File: src/rtl/sts_pkg.sv
// Shared types and constants for the sorted timestep schedule.
// Used by sorted_timestep_schedule; no dependencies.
package sts_pkg;

    localparam int LIST_DEPTH  = 16;
    localparam int STEP_W      = 31;
    localparam int ADDR_W      = (LIST_DEPTH > 1) ? $clog2(LIST_DEPTH) : 1;
    localparam int CNT_W       = $clog2(LIST_DEPTH + 1);
    localparam int COUNT_OUT_W = 5;

    localparam logic [CNT_W-1:0] FULL_COUNT = CNT_W'(LIST_DEPTH);

    typedef enum logic [1:0] {
        ACT_ADD   = 2'd0,
        ACT_MATCH = 2'd1,
        ACT_CLEAR = 2'd2,
        ACT_NONE  = 2'd3
    } action_t;

    typedef struct packed {
        action_t           action;
        logic [STEP_W-1:0] step_value;
    } sts_req_t;

    typedef struct packed {
        logic                   matched;
        logic                   overflow;
        logic [COUNT_OUT_W-1:0] entry_count;
    } sts_rsp_t;

endpackage

File: src/rtl/sts_ram.sv
// Generic simple dual-port RAM: one write port, one read port, registered read.
// No dependencies.
module sts_ram #(
    parameter int WIDTH = 32,
    parameter int DEPTH = 16
) (
    input  logic                                  clk,
    input  logic                                  we,
    input  logic [((DEPTH > 1) ? $clog2(DEPTH) : 1)-1:0] waddr,
    input  logic [WIDTH-1:0]                      wdata,
    input  logic [((DEPTH > 1) ? $clog2(DEPTH) : 1)-1:0] raddr,
    output logic [WIDTH-1:0]                      rdata
);

    logic [WIDTH-1:0] mem_reg [DEPTH];
    logic [WIDTH-1:0] rdata_reg;

    always_ff @(posedge clk)
    begin
        if (we)
        begin
            mem_reg[waddr] <= wdata;
        end
        rdata_reg <= mem_reg[raddr];
    end

    assign rdata = rdata_reg;

endmodule

File: src/rtl/sorted_timestep_schedule.sv
// Sorted timestep schedule: sequencer around one shared step comparator and the list RAM.
// Depends on sts_pkg and sts_ram.
//
//   channel | signals                | dir | word
//   --------+------------------------+-----+-----------------------------------
//   req     | req_valid/req_stall    | in  | sts_req_t  {action, step_value}
//   rsp     | rsp_valid/rsp_stall    | out | sts_rsp_t  {matched, overflow, entry_count}
//
// One request at a time; req_stall is high from acceptance until its word is handed to the
// response register. Each list entry looked at takes a RAM read (S_RD), then a compare in
// the shared comparator (S_CMP); a walk that runs past the bottom entry ends in S_RD, and a
// match that does so empties the list. An add that inserts moves the entries at and above
// its place up one place each (S_SH_RD, S_SH_WR), then writes the new step; clear and no-op
// go straight to S_FIN.
// Reset clears the count and the sequencer; list contents are not cleared (never read
// beyond the count). A stalled response holds; the next request may be accepted meanwhile.
module sorted_timestep_schedule (
    input  logic              clk,
    input  logic              rst_n,
    input  logic              req_valid,
    output logic              req_stall,
    input  sts_pkg::sts_req_t req,
    output logic              rsp_valid,
    input  logic              rsp_stall,
    output sts_pkg::sts_rsp_t rsp
);

    localparam int AW = sts_pkg::ADDR_W;
    localparam int CW = sts_pkg::CNT_W;
    localparam int SW = sts_pkg::STEP_W;
    localparam int OW = sts_pkg::COUNT_OUT_W;

    typedef enum logic [2:0] {
        S_IDLE,
        S_RD,
        S_CMP,
        S_SH_RD,
        S_SH_WR,
        S_FIN
    } state_t;

    state_t             state_reg, state_next;
    sts_pkg::action_t   act_reg, act_next;
    logic [SW-1:0]      val_reg, val_next;
    logic [CW-1:0]      k_reg, k_next;
    logic [CW-1:0]      pos_reg, pos_next;
    logic [CW-1:0]      cnt_reg, cnt_next;
    logic               hit_reg, hit_next;
    logic               ovf_reg, ovf_next;
    logic               rsp_valid_reg, rsp_valid_next;
    sts_pkg::sts_rsp_t  rsp_reg, rsp_next;

    logic               ram_we;
    logic [AW-1:0]      ram_waddr;
    logic [SW-1:0]      ram_wdata;
    logic [AW-1:0]      ram_raddr;
    logic [SW-1:0]      ram_rdata;

    logic               step_eq;
    logic               step_lt;

    sts_ram #(
        .WIDTH (SW),
        .DEPTH (sts_pkg::LIST_DEPTH)
    ) u_list (
        .clk   (clk),
        .we    (ram_we),
        .waddr (ram_waddr),
        .wdata (ram_wdata),
        .raddr (ram_raddr),
        .rdata (ram_rdata)
    );

    // the shared comparator: request step against the entry just read
    assign step_eq = (val_reg == ram_rdata);
    assign step_lt = (val_reg < ram_rdata);

    always_comb
    begin
        state_next     = state_reg;
        act_next       = act_reg;
        val_next       = val_reg;
        k_next         = k_reg;
        pos_next       = pos_reg;
        cnt_next       = cnt_reg;
        hit_next       = hit_reg;
        ovf_next       = ovf_reg;
        rsp_valid_next = rsp_valid_reg;
        rsp_next       = rsp_reg;
        ram_we         = 1'b0;
        ram_waddr      = AW'(pos_reg);
        ram_wdata      = val_reg;
        ram_raddr      = AW'(k_reg - CW'(1));

        if (rsp_valid_reg && !rsp_stall)
        begin
            rsp_valid_next = 1'b0;
        end

        case (state_reg)
            S_IDLE:
            begin
                if (req_valid)
                begin
                    act_next = req.action;
                    val_next = req.step_value;
                    k_next   = cnt_reg;
                    hit_next = 1'b0;
                    ovf_next = 1'b0;
                    case (req.action)
                        sts_pkg::ACT_ADD,
                        sts_pkg::ACT_MATCH:
                        begin
                            state_next = S_RD;
                        end
                        sts_pkg::ACT_CLEAR:
                        begin
                            cnt_next   = '0;
                            state_next = S_FIN;
                        end
                        default:
                        begin
                            state_next = S_FIN;
                        end
                    endcase
                end
            end

            S_RD:
            begin
                if (k_reg == '0)
                begin
                    if (act_reg == sts_pkg::ACT_MATCH)
                    begin
                        cnt_next   = '0;
                        state_next = S_FIN;
                    end
                    else if (cnt_reg == sts_pkg::FULL_COUNT)
                    begin
                        ovf_next   = 1'b1;
                        state_next = S_FIN;
                    end
                    else
                    begin
                        pos_next   = '0;
                        k_next     = cnt_reg;
                        state_next = S_SH_RD;
                    end
                end
                else
                begin
                    state_next = S_CMP;
                end
            end

            S_CMP:
            begin
                if (act_reg == sts_pkg::ACT_MATCH)
                begin
                    if (step_eq || step_lt)
                    begin
                        hit_next   = step_eq;
                        cnt_next   = k_reg;
                        state_next = S_FIN;
                    end
                    else
                    begin
                        k_next     = k_reg - CW'(1);
                        state_next = S_RD;
                    end
                end
                else if (step_eq)
                begin
                    // duplicate: list untouched
                    state_next = S_FIN;
                end
                else if (step_lt)
                begin
                    if (cnt_reg == sts_pkg::FULL_COUNT)
                    begin
                        ovf_next   = 1'b1;
                        state_next = S_FIN;
                    end
                    else
                    begin
                        pos_next   = k_reg;
                        k_next     = cnt_reg;
                        state_next = S_SH_RD;
                    end
                end
                else
                begin
                    k_next     = k_reg - CW'(1);
                    state_next = S_RD;
                end
            end

            S_SH_RD:
            begin
                if (k_reg == pos_reg)
                begin
                    ram_we     = 1'b1;
                    ram_waddr  = AW'(pos_reg);
                    ram_wdata  = val_reg;
                    cnt_next   = cnt_reg + CW'(1);
                    state_next = S_FIN;
                end
                else
                begin
                    state_next = S_SH_WR;
                end
            end

            S_SH_WR:
            begin
                // move entry k-1 up one place
                ram_we     = 1'b1;
                ram_waddr  = AW'(k_reg);
                ram_wdata  = ram_rdata;
                k_next     = k_reg - CW'(1);
                state_next = S_SH_RD;
            end

            S_FIN:
            begin
                if (!rsp_valid_reg || !rsp_stall)
                begin
                    rsp_next.matched     = hit_reg;
                    rsp_next.overflow    = ovf_reg;
                    rsp_next.entry_count = OW'(cnt_reg);
                    rsp_valid_next       = 1'b1;
                    state_next           = S_IDLE;
                end
            end

            default:
            begin
                state_next = S_IDLE;
            end
        endcase
    end

    always_ff @(posedge clk or negedge rst_n)
    begin
        if (!rst_n)
        begin
            state_reg     <= S_IDLE;
            act_reg       <= sts_pkg::ACT_NONE;
            val_reg       <= '0;
            k_reg         <= '0;
            pos_reg       <= '0;
            cnt_reg       <= '0;
            hit_reg       <= 1'b0;
            ovf_reg       <= 1'b0;
            rsp_valid_reg <= 1'b0;
            rsp_reg       <= '0;
        end
        else
        begin
            state_reg     <= state_next;
            act_reg       <= act_next;
            val_reg       <= val_next;
            k_reg         <= k_next;
            pos_reg       <= pos_next;
            cnt_reg       <= cnt_next;
            hit_reg       <= hit_next;
            ovf_reg       <= ovf_next;
            rsp_valid_reg <= rsp_valid_next;
            rsp_reg       <= rsp_next;
        end
    end

    assign req_stall = (state_reg != S_IDLE);
    assign rsp_valid = rsp_valid_reg;
    assign rsp       = rsp_reg;

    a_count_bound: assert property (@(posedge clk) disable iff (!rst_n)
        cnt_reg <= sts_pkg::FULL_COUNT)
        else $error("list count above depth");

    a_write_in_list: assert property (@(posedge clk) disable iff (!rst_n)
        ram_we |-> (CW'(ram_waddr) <= cnt_reg))
        else $error("list write beyond count");

    a_flags_exclusive: assert property (@(posedge clk) disable iff (!rst_n)
        rsp_valid |-> !(rsp.matched && rsp.overflow))
        else $error("matched and overflow both set");

    a_rsp_count: assert property (@(posedge clk) disable iff (!rst_n)
        (state_reg == S_FIN && !(rsp_valid_reg && rsp_stall))
        |=> (rsp_valid_reg && rsp_reg.entry_count == OW'($past(cnt_reg))))
        else $error("response word count mismatch");

endmodule

File: config.mk
export PLATFORM = sky130hd
export DESIGN_NAME = sorted_timestep_schedule
export DESIGN_NICKNAME = d
export VERILOG_FILES = /design/src/rtl/sts_pkg.sv /design/src/rtl/sts_ram.sv /design/src/rtl/sorted_timestep_schedule.sv
export SDC_FILE = /design/constraint.sdc
export NUM_CORES = 1
export LEC_CHECK = 0
export ABC_AREA = 1
export BUFFER_PORTS_ARGS = -buffer_cell sky130_fd_sc_hd__buf_2
export CORE_MARGIN = 2
export CORE_UTILIZATION = 48
export CTS_BUF_LIST = sky130_fd_sc_hd__clkbuf_8
export CTS_CLUSTER_DIAMETER = 100
export DETAILED_ROUTE_END_ITERATION = 16
export PLACE_DENSITY_LB_ADDON = 0.25
export SYNTH_ARGS = -nofsm -noshare
export SYNTH_HDL_FRONTEND = slang
export SYNTH_HIERARCHICAL = 1
export SYNTH_SLANG_ARGS = --single-unit
File: constraint.sdc
create_clock -name clk -period 3.2 [get_ports clk]
set_input_delay 0.64 -clock clk [delete_from_list [all_inputs] [get_ports clk]]
set_output_delay 0.64 -clock clk [all_outputs]
set_load 0.01 [all_outputs]
## After elaboration in Yosys (flattened, before gate mapping)

Memory sizes are Yosys's and may differ from the RTL's. A register that Yosys moved wholly into a read port is not among the register bits.
Index checks and enable logic that the tools add are counted.

| word-level totals | value |
|---|---|
| flip-flop bits (word level) | 61 |
| RAM bits | 496 |
| input bits | 37 |
| word-level logic and storage cells | 123 |
| memories kept | 1 |

Memory list:

| name | words | bits a word | rd ports | clocked after Yosys merged registers in | write ports | RTL line | source |
|---|---|---|---|---|---|---|---|
| u_list.mem_reg | 16 | 31 | 1 | 1 | 1 | sts_ram.sv:15 | `logic [WIDTH-1:0] mem_reg [DEPTH];` |

| operators by class | value |
|---|---|
| add/sub/neg operators | 2 |
| magnitude comparators | 1 |
| eq/ne operators | 27 |
| mux-type cells | 57 |
| reductions and logical operators | 23 |

Operators by type and width:

| cell | count |
|---|---|
| $mux W5 | 22 |
| $pmux W5 S4 | 2 |
| $eq A31 B31 Y1 | 1 |
| $lt A31 B31 Y1 | 1 |
| $mux W31 | 1 |
| $mux W3 | 10 |
| $ne A2 B2 Y1 const B | 13 |
| $pmux W3 S6 | 1 |
| $mux W1 | 16 |
| $reduce_and A8 Y1 | 2 |
| $pmux W5 S2 | 1 |
| $reduce_bool A4 Y1 | 2 |
| $reduce_and A7 Y1 | 1 |
| $eq A3 B2 Y1 const B | 2 |
| $eq A3 B3 Y1 const B | 2 |
| $ne A3 B3 Y1 const B | 2 |
| $reduce_and A2 Y1 | 3 |
| $reduce_and A6 Y1 | 1 |
| $reduce_bool A3 Y1 | 2 |
| $add A5 B1 Y5 const B | 1 |
| $eq A5 B5 Y1 | 1 |
| $eq A5 B5 Y1 const B | 1 |
| $logic_not A5 Y1 | 1 |
| $sub A5 B1 Y5 const B | 1 |
| other kinds (15) | 20 |

## Depth between registers and ports, before layout

| logic depth | value |
|---|---|
| word-level depth | 6 |
| mapped depth | 17 |
| depth with buffers taken out | 17 |

## Cells and area by module

The synthesis kept the hierarchy.

Modules (own cells, without submodules):

| module | instances | cells an instance | area an instance (um^2) |
|---|---|---|---|
| sts_ram | 1 | 2054 | 22026.1 |
| sorted_timestep_schedule | 1 | 617 | 4294.1 |

## Least setup slack after synthesis

OpenSTA, ideal clock, no wires.

| timing path | value |
|---|---|
| kind | flip-flop to flip-flop |
| start | register state_reg[1] |
| end | memory u_list/mem_reg[12][0] (netlist name) (enable) |
| data arrival time | 2933 ps |
| data required time | 2781 ps |
| slack | -152 ps |
| cell stages (with the launch flop) | 8 |
| path buffers | 2 |
| cell sequence | dfrtp_1 > nor2_1 > nand2_1 > buf_2 > buf_2 > o21ai_0 > nand3_1 > nor2_1 |

RTL lines:

| item | RTL line | source |
|---|---|---|
| start: declaration | sorted_timestep_schedule.sv:42 | `state_t state_reg, state_next;` |
| start signal: assignment | sorted_timestep_schedule.sv:260 | `state_reg <= state_next;` |
| $eq A3 B3 Y1 | sorted_timestep_schedule.sv:100 | `case (state_reg)` |
| $mux W4 | -- |  |
| named net ram_waddr[3] | sorted_timestep_schedule.sv:54 | `logic [AW-1:0] ram_waddr;` |
| end: declaration | sts_ram.sv:15 |  |

The timed path passes the listed nets, and every way through them passes these cells.

## Worst setup path in the final report

| timing path | value |
|---|---|
| start | register state_reg[1] |
| end | memory u_list/mem_reg[4][23] (netlist name) (enable) |

Same word-level chain as after synthesis.

==> results.sh <==
export IMPL_outcome="complete, no violations"
export IMPL_fin_crit_ps=2910
export IMPL_met2_length_mm=29.8
export IMPL_clk_path_buf_depth=3
export IMPL_die_w_um=238
export IMPL_root_buffer="clkbuf_8"
export IMPL_syn_num_nets=2743
export IMPL_synth_simple_gate_area_share_pct=21.7
export IMPL_largest_register_ffs=496
export IMPL_grt_max_degree=148
export IMPL_antenna_found_initial=1
export IMPL_endpoint_kind="flip-flop"
export IMPL_critical_path_class="reg -> reg"
export IMPL_p_comb_share_pct=40.5
export IMPL_synth_cells=2671
export IMPL_initial_core_util_pct=48.7
export IMPL_yosys_area_share_adder_pct=1.66
export IMPL_fin_crit_sh_pct=90.8
export IMPL_synth_seq_cells=588
export IMPL_slowest_stage="nor2_4"
export IMPL_startpoint_type="flip-flop"
export IMPL_ys_warn_count=6
export IMPL_wl_per_cell_um=18.2
export IMPL_cellPowerDensity_nw_per_um2=983
export IMPL_seqPwrFrac_pct=36.9
export IMPL_startpoint="state_reg[1]"
export IMPL_p_leak_nw=13.3
export IMPL_grt_remaining_overflow=0
export IMPL_ios=46
export IMPL_htree_levels=3
export IMPL_r2r_start="state_reg[1]"
export IMPL_area_sequential_um2=17000
export IMPL_hp_class="in -> reg"
export IMPL_routed_wl_mm=64.6
export IMPL_critPathMaxFanout=14
export IMPL_drt_iter0_markers=1637
export IMPL_port_buffers=45
export IMPL_min_from="req[5]"
export IMPL_synth_top_cell_area_share_pct=56.6
export IMPL_finalSetupViolations=0
export IMPL_path_cells="nor2_1 > nand2_2 > o21ai_0 > nand3b_1 > nor2_4 > buf_12"
export IMPL_grt_pass1_wl_mm=101
export IMPL_timing_fmax_mhz=344
export IMPL_synth_xor_area_share_pct=0.299
export IMPL_cts_tree="done"
export IMPL_vias=18200
export IMPL_final_cells=3559
export IMPL_p_int_mw=17.4
export IMPL_cp_arrival_ps=3280
export IMPL_p_total_mw=29.2
export IMPL_area_delta_synth_final_pct=12.8
export IMPL_nFillCells=4670
export IMPL_slowest_delay_ps=520
export IMPL_synthFlopType="edfxtp_1"
export IMPL_yosysUniqueCellTypes=43
export IMPL_cts_buffers=99
export IMPL_drv_cap=0
export IMPL_placed_area_um2=27700
export IMPL_wl_met1_mm=28.9
export IMPL_fin_nets=2850
export IMPL_clk_latency_ps=690
export IMPL_switching_share_pct=40.5
export IMPL_dr_pass1_iters=9
export IMPL_slew_violations=0
export IMPL_grtUsageTotal_pct=23.3
export IMPL_clkTransAtPathRegs_ps=60
export IMPL_slew_headroom_pct=23.1
export IMPL_routed_top_layer="met4"
export IMPL_synth_top_family_by_area="simple AND/OR/NAND/NOR gates"
export IMPL_async_reset_ff_share_pct=10.4
export IMPL_synth_edf_count=496
export IMPL_drive_gt1_share_pct=11.2
export IMPL_final_area_um2=29700
export IMPL_die_area_um2=56700
export IMPL_synthTopCellsByArea="edfxtp_1 57%, nand2_1 13%, nand3_1 7.4%, inv_1 6.5%, dfrtp_1 5.6%"
export IMPL_first_global_vias=18000
export IMPL_die_height_um=238
export IMPL_synth_seq_area_share_pct=64.8
export IMPL_syn_avg_cell_area_um2=9.85
export IMPL_drtAntennaViolNets=0
export IMPL_clockPowerShare_pct=22.7
export IMPL_hpwl_mm=37.2
export IMPL_ir_drop_mv=0.738
export IMPL_clock_sinks=588
export IMPL_rsz0062_at_grt="false"
export IMPL_finalClockSkew_ps=30.3
export IMPL_dp_cells=3372
export IMPL_place_congestion=0.865
export IMPL_met3_length_mm=4.16
export IMPL_cp_required_ps=3580
export IMPL_num_rows=85
export IMPL_synth_mux_area_fraction_pct=0.0856
export IMPL_worst_slew_pin_slew_ps=1140
export IMPL_synth_top_area_cell="edfxtp_1"
export IMPL_synth_compound_area_share_pct=2.01
export IMPL_power_switching_mw=11.8
export IMPL_core_region_area_um2=54000
export IMPL_routed_via_density=5.11
export IMPL_drc=0
export IMPL_syn_cell_area_um2=26300
export IMPL_multi_input_area_um2=6950
export IMPL_finalHoldViolations=0
==> cell families (layout without fill, tap and decap cells) <==
group / count (synthesis) / count (layout)
DFF: 588 / 588
adders and majority gates: 35 / 35
xor gates and xnor gates: 9 / 9
buffers and inverters: 580 / 771
AOI/OAI and AO/OA: 98 / 98
other: 0 / 1
and+or+nand+nor: 1359 / 1359
muxes: 2 / 2
==> metrics by stage <==
stage	worst slack [ps]	hold WS, ps	utilization (%)	TNS (ps)
2_1_floorplan	-152	344	-	-38300
3_3_place_gp	420	451	51.2	0
3_5_place_dp	329	460	51.2	0
4_1_cts	292	102	54.9	0
5_1_grt	88.2	116	55.0	0
6_report	294	150	55.0	0
==> layout by cell type, fill, tap and decap left out, drive strengths merged, types with 6 or more instances in the layout <==
| cell | n |
|---|---|
| edfxtp | 496 |
| nor2 | 44 |
| clkinv | 31 |
| a21oi | 26 |
| ha | 35 |
| dfxtp | 31 |
| inv | 494 |
| buf | 124 |
| dfrtp | 59 |
| clkbuf | 114 |
| nand3 | 391 |
| xor2 | 6 |
| o21ai | 66 |
| nand2 | 907 |
==> area by class of cell <==
cell class	instances	area share, %
Inverter	461	5.88
Clock inverter	71	1.43
Antenna cell	1	0.00843
Multi-Input combinational cell	1503	23.4
Sequential cell	588	57.4
Timing Repair Buffer	125	3.64
Tap cell	696	2.93
Clock buffer	114	5.28
==> what timing repair did <==
action / CTS / global route
endpoints found under the hold margin: 33 / 0
buffers inserted: 0 / 0
setup endpoints to repair: 0 / 0
gates resized for setup: 0 / 0
hold buffers: 1 / 0
==> power by group through the flow <==
stage          combinational [mW]  sequential, mW  clock (mW)
2_1_floorplan                7.80            10.8           0
3_3_place_gp                 11.6            10.9           0
3_5_place_dp                 11.8            10.9           0
4_1_cts                      11.8            10.8        6.74
5_1_grt                      13.2            10.8        7.07
6_report                     11.8            10.8        6.61
==> path summary, 6_finish.rpt <==
kind / endpoint / slack [ps] / cells past startpoint
max in group asynchronous: act_reg[0] / 1940 / 3
min in group asynchronous: val_reg[1] / 510 / 2
worst min register to register: act_reg[1] / 470 / 2
worst max-delay path: u_list/mem_reg[4][23] / 290 / 6
worst max register to register: u_list/mem_reg[4][23] / 290 / 6
worst min-delay path: val_reg[5] / 150 / 3
==> Yosys cell counts, types with 11 or more instances <==
library cell	n
dfxtp_1	31
dfrtp_1	59
inv_1	454
nand2_1	899
nand3_1	390
ha_1	35
clkbuf_1	18
buf_6	25
buf_4	12
buf_1	15
o21ai_0	55
edfxtp_1	496
o21ai_1	11
a21oi_1	24
nor2_1	38
buf_2	48
==> critical path: cells and delay by family, from the launching register on <==
kind / cells / cell delay, ps
buffers and inverters: 1 / 230
and+or+nand+nor: 4 / 1470
AOI/OAI and AO/OA: 1 / 490
DFF: 1 / 420
==> layer usage <==
metal  up-vias  global-route usage [%]
li1       8814                       -
met1      8673                    32.1
met2       580                    37.4
met3       124                    4.38
met4         0                    7.75
met5         -                       0
Power figures use the tool's default switching activity.
